`src/hdl/tcd_pkg.sv`:
```
// ----------------------------------------------------------------------------
// Trilinear charge deposit package
// Shared constants, operation codes and controller/datapath interface types.
// ----------------------------------------------------------------------------
`default_nettype none

package tcd_pkg;

  localparam int GridN     = 16;
  localparam int IdxW      = 12;
  localparam int AxisW     = $clog2(GridN);
  localparam int CellCount = GridN * GridN * GridN;
  localparam int DepthW    = $clog2(CellCount);
  localparam int CellW     = 48;
  localparam int PosW      = 32;
  localparam int InvW      = 24;
  localparam int WeightW   = 32;
  localparam int FracW     = 16;

  typedef enum logic [1:0] {
    OP_DEPOSIT    = 2'd0,
    OP_READ       = 2'd1,
    OP_READ_CLEAR = 2'd2,
    OP_UNUSED     = 2'd3
  } op_t;

  localparam logic [1:0] REG_INV_X = 2'd0;
  localparam logic [1:0] REG_INV_Y = 2'd1;
  localparam logic [1:0] REG_INV_Z = 2'd2;

  // Controller to datapath commands.
  typedef struct packed {
    logic       load;
    logic       locate;
    logic       weights;
    logic       mem_rd;
    logic       mem_wr;
    logic       rd_index;
    logic       clear_wr;
    logic       calc;
    logic [2:0] corner;
    logic       capture;
  } tcd_cmd_t;

  // Datapath to controller status.
  typedef struct packed {
    logic outside;
    logic idx_bad;
  } tcd_stat_t;

endpackage

`default_nettype wire

```
`src/hdl/tcd_ctrl.sv`:
```
// ----------------------------------------------------------------------------
// Trilinear charge deposit controller
// Sequences the locate, weight and per-corner read-modify-write steps, the
// index reads, the grid clearing sweep, and the result handshake.
// ----------------------------------------------------------------------------
`default_nettype none

module tcd_ctrl
  import tcd_pkg::*;
(
  input  wire logic       clk,
  input  wire logic       rst,
  input  wire logic       in_valid,
  output      logic       in_ready,
  input  wire logic [1:0] op,
  input  wire tcd_stat_t  stat,
  output      tcd_cmd_t   cmd,
  output      logic [DepthW-1:0] clr_addr,
  output      logic       clr_we,
  output      logic       out_valid,
  input  wire logic       out_ready,
  output      logic       out_status,
  output      logic       out_from_mem
);

  typedef enum logic [3:0] {
    S_CLEAR, S_IDLE, S_LOC, S_WGT, S_CHK, S_RD, S_WAIT, S_CALC, S_RMW,
    S_RIDX, S_RDATA, S_DONE
  } state_t;

  state_t state;
  logic [1:0] op_q;
  logic [2:0] corner;
  logic [2:0] step;
  logic [DepthW:0] clr;

  // Corner pipeline per corner: sxy, sxyz, charge and address, read,
  // read data, write.
  always_ff @(posedge clk) begin
    if (rst) begin
      state <= S_CLEAR;
      clr <= '0;
      out_valid <= 1'b0;
      out_status <= 1'b0;
      out_from_mem <= 1'b0;
      corner <= '0;
      step <= '0;
      op_q <= '0;
    end else begin
      if (out_valid && out_ready) begin
        out_valid <= 1'b0;
      end
      unique case (state)
        S_CLEAR: begin
          clr <= clr + 1'b1;
          if (clr == (DepthW+1)'(CellCount)) begin
            state <= S_IDLE;
          end
        end
        S_IDLE: begin
          if (in_valid && in_ready) begin
            op_q <= op;
            priority if (op == OP_DEPOSIT) begin
              state <= S_LOC;
            end else if (op == OP_READ || op == OP_READ_CLEAR) begin
              state <= S_RIDX;
            end else begin
              out_valid <= 1'b1;
              out_status <= 1'b0;
              out_from_mem <= 1'b0;
            end
          end
        end
        S_LOC: state <= S_WGT;
        S_WGT: state <= S_CHK;
        S_CHK: begin
          if (stat.outside) begin
            state <= S_DONE;
            out_status <= 1'b1;
          end else begin
            state <= S_CALC;
            corner <= '0;
            step <= '0;
            out_status <= 1'b0;
          end
        end
        S_CALC: begin
          step <= step + 1'b1;
          if (step == 3'd2) begin
            state <= S_RD;
          end
        end
        S_RD: state <= S_WAIT;
        S_WAIT: state <= S_RMW;
        S_RMW: begin
          corner <= corner + 1'b1;
          step <= '0;
          state <= (corner == 3'd7) ? S_DONE : S_CALC;
        end
        S_RIDX: begin
          if (stat.idx_bad) begin
            out_status <= 1'b1;
            state <= S_DONE;
          end else begin
            out_status <= 1'b0;
            state <= S_RDATA;
          end
        end
        S_RDATA: state <= S_DONE;
        S_DONE: begin
          out_valid <= 1'b1;
          out_from_mem <= (op_q != OP_DEPOSIT) && !out_status;
          state <= S_IDLE;
        end
        default: state <= S_IDLE;
      endcase
    end
  end

  assign in_ready = (state == S_IDLE) && !out_valid;
  assign clr_addr = clr[DepthW-1:0];
  assign clr_we = (state == S_CLEAR);

  always_comb begin
    cmd = '0;
    cmd.corner = corner;
    cmd.load = (state == S_IDLE);
    cmd.locate = (state == S_LOC);
    cmd.weights = (state == S_WGT);
    cmd.calc = (state == S_CALC) && (step == 3'd0);
    cmd.mem_rd = (state == S_RD) || (state == S_RIDX);
    cmd.rd_index = (state == S_RIDX) || (state == S_RDATA);
    cmd.mem_wr = (state == S_RMW) ||
                 ((state == S_RDATA) && (op_q == OP_READ_CLEAR));
    cmd.clear_wr = (state == S_RDATA);
    cmd.capture = (state == S_RDATA);
  end

`ifndef ASSERT_OFF
  a_no_accept_busy: assert property (@(posedge clk) disable iff (rst)
    (state != S_IDLE) |-> !in_ready) else $error("item accepted while busy");
  a_corner_done: assert property (@(posedge clk) disable iff (rst)
    (state == S_RMW && corner == 3'd7) |=> (state == S_DONE))
    else $error("corner sequence did not end");
  a_valid_from_done: assert property (@(posedge clk) disable iff (rst)
    (state == S_DONE) |=> out_valid) else $error("result not raised");
`endif

endmodule

`default_nettype wire

```
`config.mk`:
```
export PLATFORM = sky130hd
export DESIGN_NAME = tcd_ctrl
export DESIGN_NICKNAME = d
export VERILOG_FILES = /design/src/hdl/tcd_pkg.sv /design/src/hdl/tcd_ctrl.sv
export SDC_FILE = /design/constraint.sdc
export NUM_CORES = 1
export LEC_CHECK = 0
export ABC_AREA = 1
export BUFFER_PORTS_ARGS = -buffer_cell sky130_fd_sc_hd__buf_4
export CORE_MARGIN = 2
export CORE_UTILIZATION = 25
export CTS_CLUSTER_DIAMETER = 40
export DETAILED_ROUTE_END_ITERATION = 16
export PLACE_DENSITY = 0.41
export SLEW_MARGIN = 20
export SYNTH_ARGS = -nofsm -noshare
export SYNTH_HDL_FRONTEND = slang
export SYNTH_SLANG_ARGS = --single-unit
export TNS_END_PERCENT = 50
```
`constraint.sdc`:
```
create_clock -name clk -period 1.7 [get_ports clk]
set_input_delay 0.085 -clock clk [delete_from_list [all_inputs] [get_ports clk]]
set_output_delay 0.085 -clock clk [all_outputs]
set_load 0.02 [all_outputs]
```
==> results of run 1 <==
[layout by cell type (no fill, tap or decap)]
cell type / n
nor2_4: 2
nor2_2: 8
xnor2_1: 1
and3_1: 1
inv_2: 4
nor2_1: 35
o211ai_1: 1
a21oi_1: 20
inv_1: 41
clkbuf_8: 3
nand2_2: 2
nand3b_1: 2
o21a_1: 2
nor3_2: 1
o31ai_2: 1
a31oi_1: 1
o21ai_0: 14
nand4_1: 5
dfxtp_1: 25
nor3_1: 4
ha_1: 8
o21ai_2: 1
nand2_1: 77
nand3_1: 16
or3_1: 1
buf_4: 38
o21ai_1: 1
dfxtp_2: 3
[worst paths after layout]
kind | start | endpoint | slack, ns | cells past startpoint
setup / recovery | state[2]$_SDFFE_PP0P_ | cmd[7] | 0.13 | 4
hold / removal | op[0] | op_q[0]$_SDFFE_PP0P_ | 0.07 | 3
setup reg to reg | state[2]$_SDFFE_PP0P_ | clr[10]$_SDFFE_PP0P_ | 0.19 | 8
hold reg to reg | out_from_mem$_SDFFE_PP0P_ | out_from_mem$_SDFFE_PP0P_ | 0.47 | 2
[sequential cells by signal, summed over array words and instances, names as in the netlist]
register	count
step	3
state	4
out_from_mem	1
op_q	2
out_valid	1
out_status	1
clr	13
corner	3
[routing by layer]
layer	vias up	GRT usage [%]	wire length, um
met5	-	0	0
met1	823	18.5	2640
met3	2	1.84	137
met4	0	3.46	41
li1	964	-	-
met2	26	18.5	2110
[critical path, delay by kind of cell, from the launching register on]
family / cells / cell delay (ns)
simple gates: 2 / 0.43
flops: 1 / 0.40
compound gates: 1 / 0.22
buf+inv: 1 / 0.18
[repair_timing]
action                     4_1_cts  5_1_grt
hold endpoints to repair         0        0
gates resized for setup          2        4
hold buffers                     0        0
pin swaps                        0        0
setup endpoints to repair        1        5
[cells by family after synthesis]
kind of cell / after synthesis / synth area share [%]
buf+inv: 62 / 15.4
flops: 28 / 30.4
xor+xnor: 1 / 0.475
simple gates: 154 / 36.3
compound gates: 41 / 11.9
fa+ha+maj: 8 / 5.43
[per-stage QoR]
step | cell area, um^2 | total power [mW] | utilization [%] | hold WS, ns | instances
after global routing | 2190 | 1.98 | 30.4 | 0.0829 | 417
after global placement | 2140 | 1.48 | 29.6 | 0.364 | 414
final | 2190 | 1.84 | 30.4 | 0.0743 | 417
after detailed placement | 2140 | 1.47 | 29.6 | 0.365 | 414
after CTS | 2180 | 1.86 | 30.2 | 0.0709 | 417
after floorplan | 1840 | 1.26 | - | 0.164 | 294
[layout make-up]
cell class	instances	area [um^2]	share of cell area, %
Timing Repair Buffer	38	285	13.0
Sequential cell	28	564	25.7
Inverter	45	169	7.71
Clock buffer	3	41.3	1.88
Multi-Input combinational cell	204	1010	46.0
Tap cell	99	124	5.65
[power by group through the flow]
stage,clock network (mW),logic [mW],registers (mW)
finish,0.372,0.698,0.766
global route,0.418,0.787,0.775
CTS,0.396,0.698,0.764
detailed placement,0,0.694,0.777
global placement,0,0.704,0.778
floorplan,0,0.497,0.761
==> summary.txt, run 1 <==
Pwr
  – Sw frac: 39.7%
  – Logic gate share of total power: 38.0%
  – Power Density: 838 nW/um^2
  – Psw: between 0.7 and 0.8 mW
  – Int Pwr: 1.11 mW
  – Max VDD drop: 305 uV
  – Clock power share: approximately 20%
  – Sequential Power Share: 41.7%
  – Pleak: 1.07 nW

Worst hold path
  – Min-delay worst type: in2reg

Clock network
  – CTS Buffer Depth: 2
  – CTS HTree Levels: 1
  – Clk_lat worst skew: 0.28 ns
  – # Post-CTS Setup Buffers: 0
  – CTS Buf Count: 3
  – CTS root buf: clkbuf_8
  – Clock transition at path regs: roughly 0.090 ns
  – Total clock sinks: 28
  – CTS tree: yes

Logic synthesis
  – Ys async rst share: 0%
  – Post-Syn Nets: between 300 and 400
  – Post-synth top cells: nand2_1, inv_1, nor2_1
  – Part of the Yosys area used for sequential elements: 30.4%
  – Synth area leaders: dfxtp_1, nand2_1, inv_1
  – Post-Syn Area per Cell: 6.27 um^2
  – Synthesized area: 1840 um^2
  – Syn. warnings: 0
  – Post-Synthesis Cells: 294
  – Yosys top cell area share: 30.4%
  – Dominant synthesized flop cell: dfxtp_1
  – Distinct cells, synth: 28
  – Count leader, synth: nand2_1
  – Flops & latches, synth: 28
  – Post-synth EDFFs: 0
  – Yosys top cell by area: dfxtp_1

Global routing
  – Vias in the first global route: 1687
  – Largest net degree at the start of global routing: 17
  – Tot GR Track Use: 12.4%
  – First-pass GRT wire length: 8.25 mm
  – Grt total ovfl: 0
  – Initial antenna violation count: 0

Timing
  – Tcrit/Tclk final: 92.6%
  – Final min period: 1.57 ns
  – Fin. Hold Viols: 0
  – Worst Clk Skew: between 0.005 and 0.006 ns
  – Slew HR: between 60% and 70%
  – Max Freq: 635 MHz
  – Worst Setup Slack, final: 0.125 ns
  – Setup TNS: 0 ns
  – Max Slew Vio Count: 0
  – Slew @ Worst Pin: approximately 0.54 ns
  – Final Setup Violations: 0
  – RSZ-0062 raised after global routing: no

Worst setup path
  – Critical Path Slowest Stage Cell: dfxtp_1
  – CP arrival: 1.49 ns
  – Startpoint Class: register
  – Critical-path cell list: nor2_2 -> nand2_1 -> o31ai_2 -> buf_4
  – Setup crit end kind: output port
  – Data required, critical path: 1.62 ns
  – WS Path Type: reg2out
  – CP max stage delay: 0.40 ns
  – CP Max Fanout: 6

Drt
  – Post-route ant nets: 0
  – Via count: approximately 1.8k
  – Drt initial violations: 107
  – Wirelength per Cell: 11.8 um
  – Via/cell ratio: 4.35
  – DRT Wirelength: around 4.9 mm
  – 1st-pass router iterations: 4
  – Remaining DRCs: 0

Die
  – Die height: approximately 90 um
  – # rows: 31
  – Die width: 89.9 um
  – Initial core utilization: between 20% and 30%
  – Die Footprint: 8070 um^2
  – I/O Pins: 37
  – Core ar.: 7210 um^2

Placed design
  – Setup slack at placement: 0.106 ns
  – Port bufs: 36
  – GPL Wtd Cong: 0.841
  – DPL Wire Length: 3.90 mm

Job
  – Max_cap viols: 0

Cells and area
  – Layout cell share with drive strength beyond 1: 19.8%
  – Area growth syn-to-layout: 18.9%
  – Ant diodes: 0
  – Nets: 336
  – FILL cells: 837

Status
  – Status: finished clean
Note: power is estimated with default switching activity, not from simulation.
==> run 2: changes to the inputs <==
Settings changed: MAX_ROUTING_LAYER set to met4, PLACE_DENSITY 0.41 to 0.42.
==> run 2 against run 1 <==
  * First-iteration DRC count fell by 41%
  * Via count shrank 0.66%
  * Hold slack worse by 0.0026 ns
  * Critical path type unchanged
  * Clock power increased by 45%
  * Final area increased by 1.4%
  * Largest power group unchanged
  * Utilization grew 0.42 points
  * Global-route usage shrank 0.091 points
==> summary.txt, run 2 (synthesized netlist as in run 1, its figures left out) <==
Status
  – Status: finished clean (unchanged)

Global routing
  – Tot GR Track Use: 12.3% (was 12.4%)
  – Largest net degree at the start of global routing: 17 (unchanged)
  – Vias in the first global route: 1652 (was 1687)
  – First-pass GRT wire length: 8.01 mm (was 8.25 mm)
  – Initial antenna violation count: 0 (unchanged)
  – Grt total ovfl: 0 (unchanged)

Clock network
  – Total clock sinks: 28 (unchanged)
  – Clock transition at path regs: 0.10 ns (was 0.09 ns)
  – CTS root buf: clkbuf_8 (unchanged)
  – Hold-fix buffer count after cts: 0 (unchanged)
  – Clk_lat worst skew: 0.28 ns (about the same)
  – CTS Buf Count: 3 (unchanged)
  – CTS Buffer Depth: 2 (unchanged)
  – CTS tree: yes (unchanged)
  – CTS HTree Levels: 1 (unchanged)

Die
  – I/O Pins: 37 (unchanged)
  – # rows: 31 (unchanged)
  – Die Footprint: 8070 um^2 (unchanged)
  – Core ar.: 7210 um^2 (unchanged)
  – Initial core utilization: 25.5% (unchanged)
  – Die width: 89.9 um (unchanged)
  – Die height: 89.9 um (unchanged)

Placed design
  – Setup slack at placement: 0.136 ns (was 0.106 ns)
  – GPL Wtd Cong: 0.852 (was 0.841)
  – Port bufs: 36 (unchanged)
  – DPL Wire Length: 3.79 mm (was 3.90 mm)
  – Dpl cells: 414 (unchanged)

Worst setup path
  – Data required, critical path: 1.62 ns (about the same)
  – CP arrival: 1.50 ns (was 1.49 ns)
  – Setup crit end kind: output port (unchanged)
  – WS Path Type: reg2out (unchanged)
  – CP Max Fanout: 6 (unchanged)
  – Startpoint Class: register (unchanged)

Pwr
  – Pleak: 1.09 nW (was 1.07 nW)
  – Power Density: 901 nW/um^2 (was 838 nW/um^2)
  – Max VDD drop: 368 uV (was 305 uV)

Cells and area
  – Area growth syn-to-layout: 20.6% (was 18.9%)
  – Commonest cells after routing, fill and taps aside: nand2_1, inv_1, buf_4 (unchanged)
  – Max reg flops: 13 (unchanged)
  – Commonest non-fill, non-tap cell in the layout: nand2_1 (unchanged)
  – Nets: 336 (unchanged)
  – Ant diodes: 0 (unchanged)
  – Top flop regs: clr: 13 flops, state: 4 flops (unchanged)
  – Finished Layout Cells: 418 (was 417)
  – Top reg by flops: clr (unchanged)
  – Layout cell share with drive strength beyond 1: 20.1% (was 19.8%)
  – FILL cells: 823 (was 837)

Drt
  – Via count: 1803 (was 1815)
  – Wirelength per Cell: 11.5 um (was 11.8 um)
  – Via/cell ratio: 4.31 (was 4.35)
  – DRT Wirelength: 4.82 mm (was 4.93 mm)
  – Drt initial violations: 63 (was 107)
  – Remaining DRCs: 0 (unchanged)
  – Post-route ant nets: 0 (unchanged)
  – 1st-pass router iterations: 4 (unchanged)

Timing
  – Worst Setup Slack, final: 0.115 ns (was 0.125 ns)
  – Setup TNS: 0 ns (unchanged)
  – Tcrit/Tclk final: 93.3% (was 92.6%)
  – Slew @ Worst Pin: 0.542 ns (was 0.538 ns)
  – Max Slew Vio Count: 0 (unchanged)
  – Worst Clk Skew: 0.00479 ns (was 0.00509 ns)
  – RSZ-0062 raised after global routing: no (unchanged)
  – Slew HR: 63.8% (was 64.1%)
  – Fin. Hold Viols: 0 (unchanged)
  – Worst Hold Slack: 0.0717 ns (was 0.0743 ns)
  – Final min period: 1.59 ns (was 1.57 ns)
  – Max Freq: 631 MHz (was 635 MHz)
  – Final Setup Violations: 0 (unchanged)

Worst hold path
  – Min-delay worst type: in2reg (unchanged)

Job
  – Max_cap viols: 0 (unchanged)
==> run 2: cell count changes in the layout (fill, tap and decap cells not counted), sizes merged <==
cell    delta
bufinv     +1
==> run 2: cell type report <==
class | count | area, um^2 | share of cell area, %
clock buffers | 3 | 41.3 | 1.86
clock inverters | 1 | 30.0 | 1.35
inverters | 45 | 169 | 7.60
multi-input cells | 204 | 1010 | 45.4
flip-flops and latches | 28 | 564 | 25.4
well taps | 99 | 124 | 5.57
repair buffers | 38 | 285 | 12.8
==> run 2: worst max-delay path: stages, from the launching register on <==
cell and delay [ns]:
dfxtp_1 0.48, nand2_1 0.16, nor2_2 0.14, buf_4 0.15, inv_2 0.05, nor2_1 0.09
buf_4 0.14
==> run 2: report_power, final <==
part | switching, mW | leakage (nW) | internal, mW
sequential | 0.0585 | 0.228 | 0.707
clock | 0.225 | 0.0357 | 0.316
combinational | 0.453 | 0.825 | 0.243
total | 0.737 | 1.09 | 1.26
==> run 2: per-stage QoR <==
step,util [%],power (mW),area (um^2)
floorplan,-,1.26,1840
global placement,29.6,1.48,2140
detailed placement,29.6,1.47,2140
CTS,30.7,2.03,2210
global route,30.8,2.15,2220
finish,30.8,2.00,2220
==> run 2: what timing repair did <==
| item | in CTS | in global routing |
|---|---|---|
| setup buffers | 0 | 0 |
| setup endpoints to repair | 1 | 4 |
| resized for setup | 2 | 4 |
==> run 2: metal layers <==
layer	vias up	track usage, %	share of wire [%]
li1	964	-	-
met1	815	18.1	54
met2	22	17.6	42
met3	2	1.51	2.2
met4	0	3.85	0.97
met5	-	-	0
==> run 2: final timing paths <==
| check | startpoint | endpoint | slack [ns] | cells past startpoint |
|---|---|---|---|---|
| max reg2reg | state[2]$_SDFFE_PP0P_ | clr[10]$_SDFFE_PP0P_ | 0.20 | 8 |
| max | state[2]$_SDFFE_PP0P_ | cmd[4] | 0.11 | 6 |
| min | op[0] | op_q[0]$_SDFFE_PP0P_ | 0.07 | 3 |
| min reg2reg | out_from_mem$_SDFFE_PP0P_ | out_from_mem$_SDFFE_PP0P_ | 0.47 | 2 |
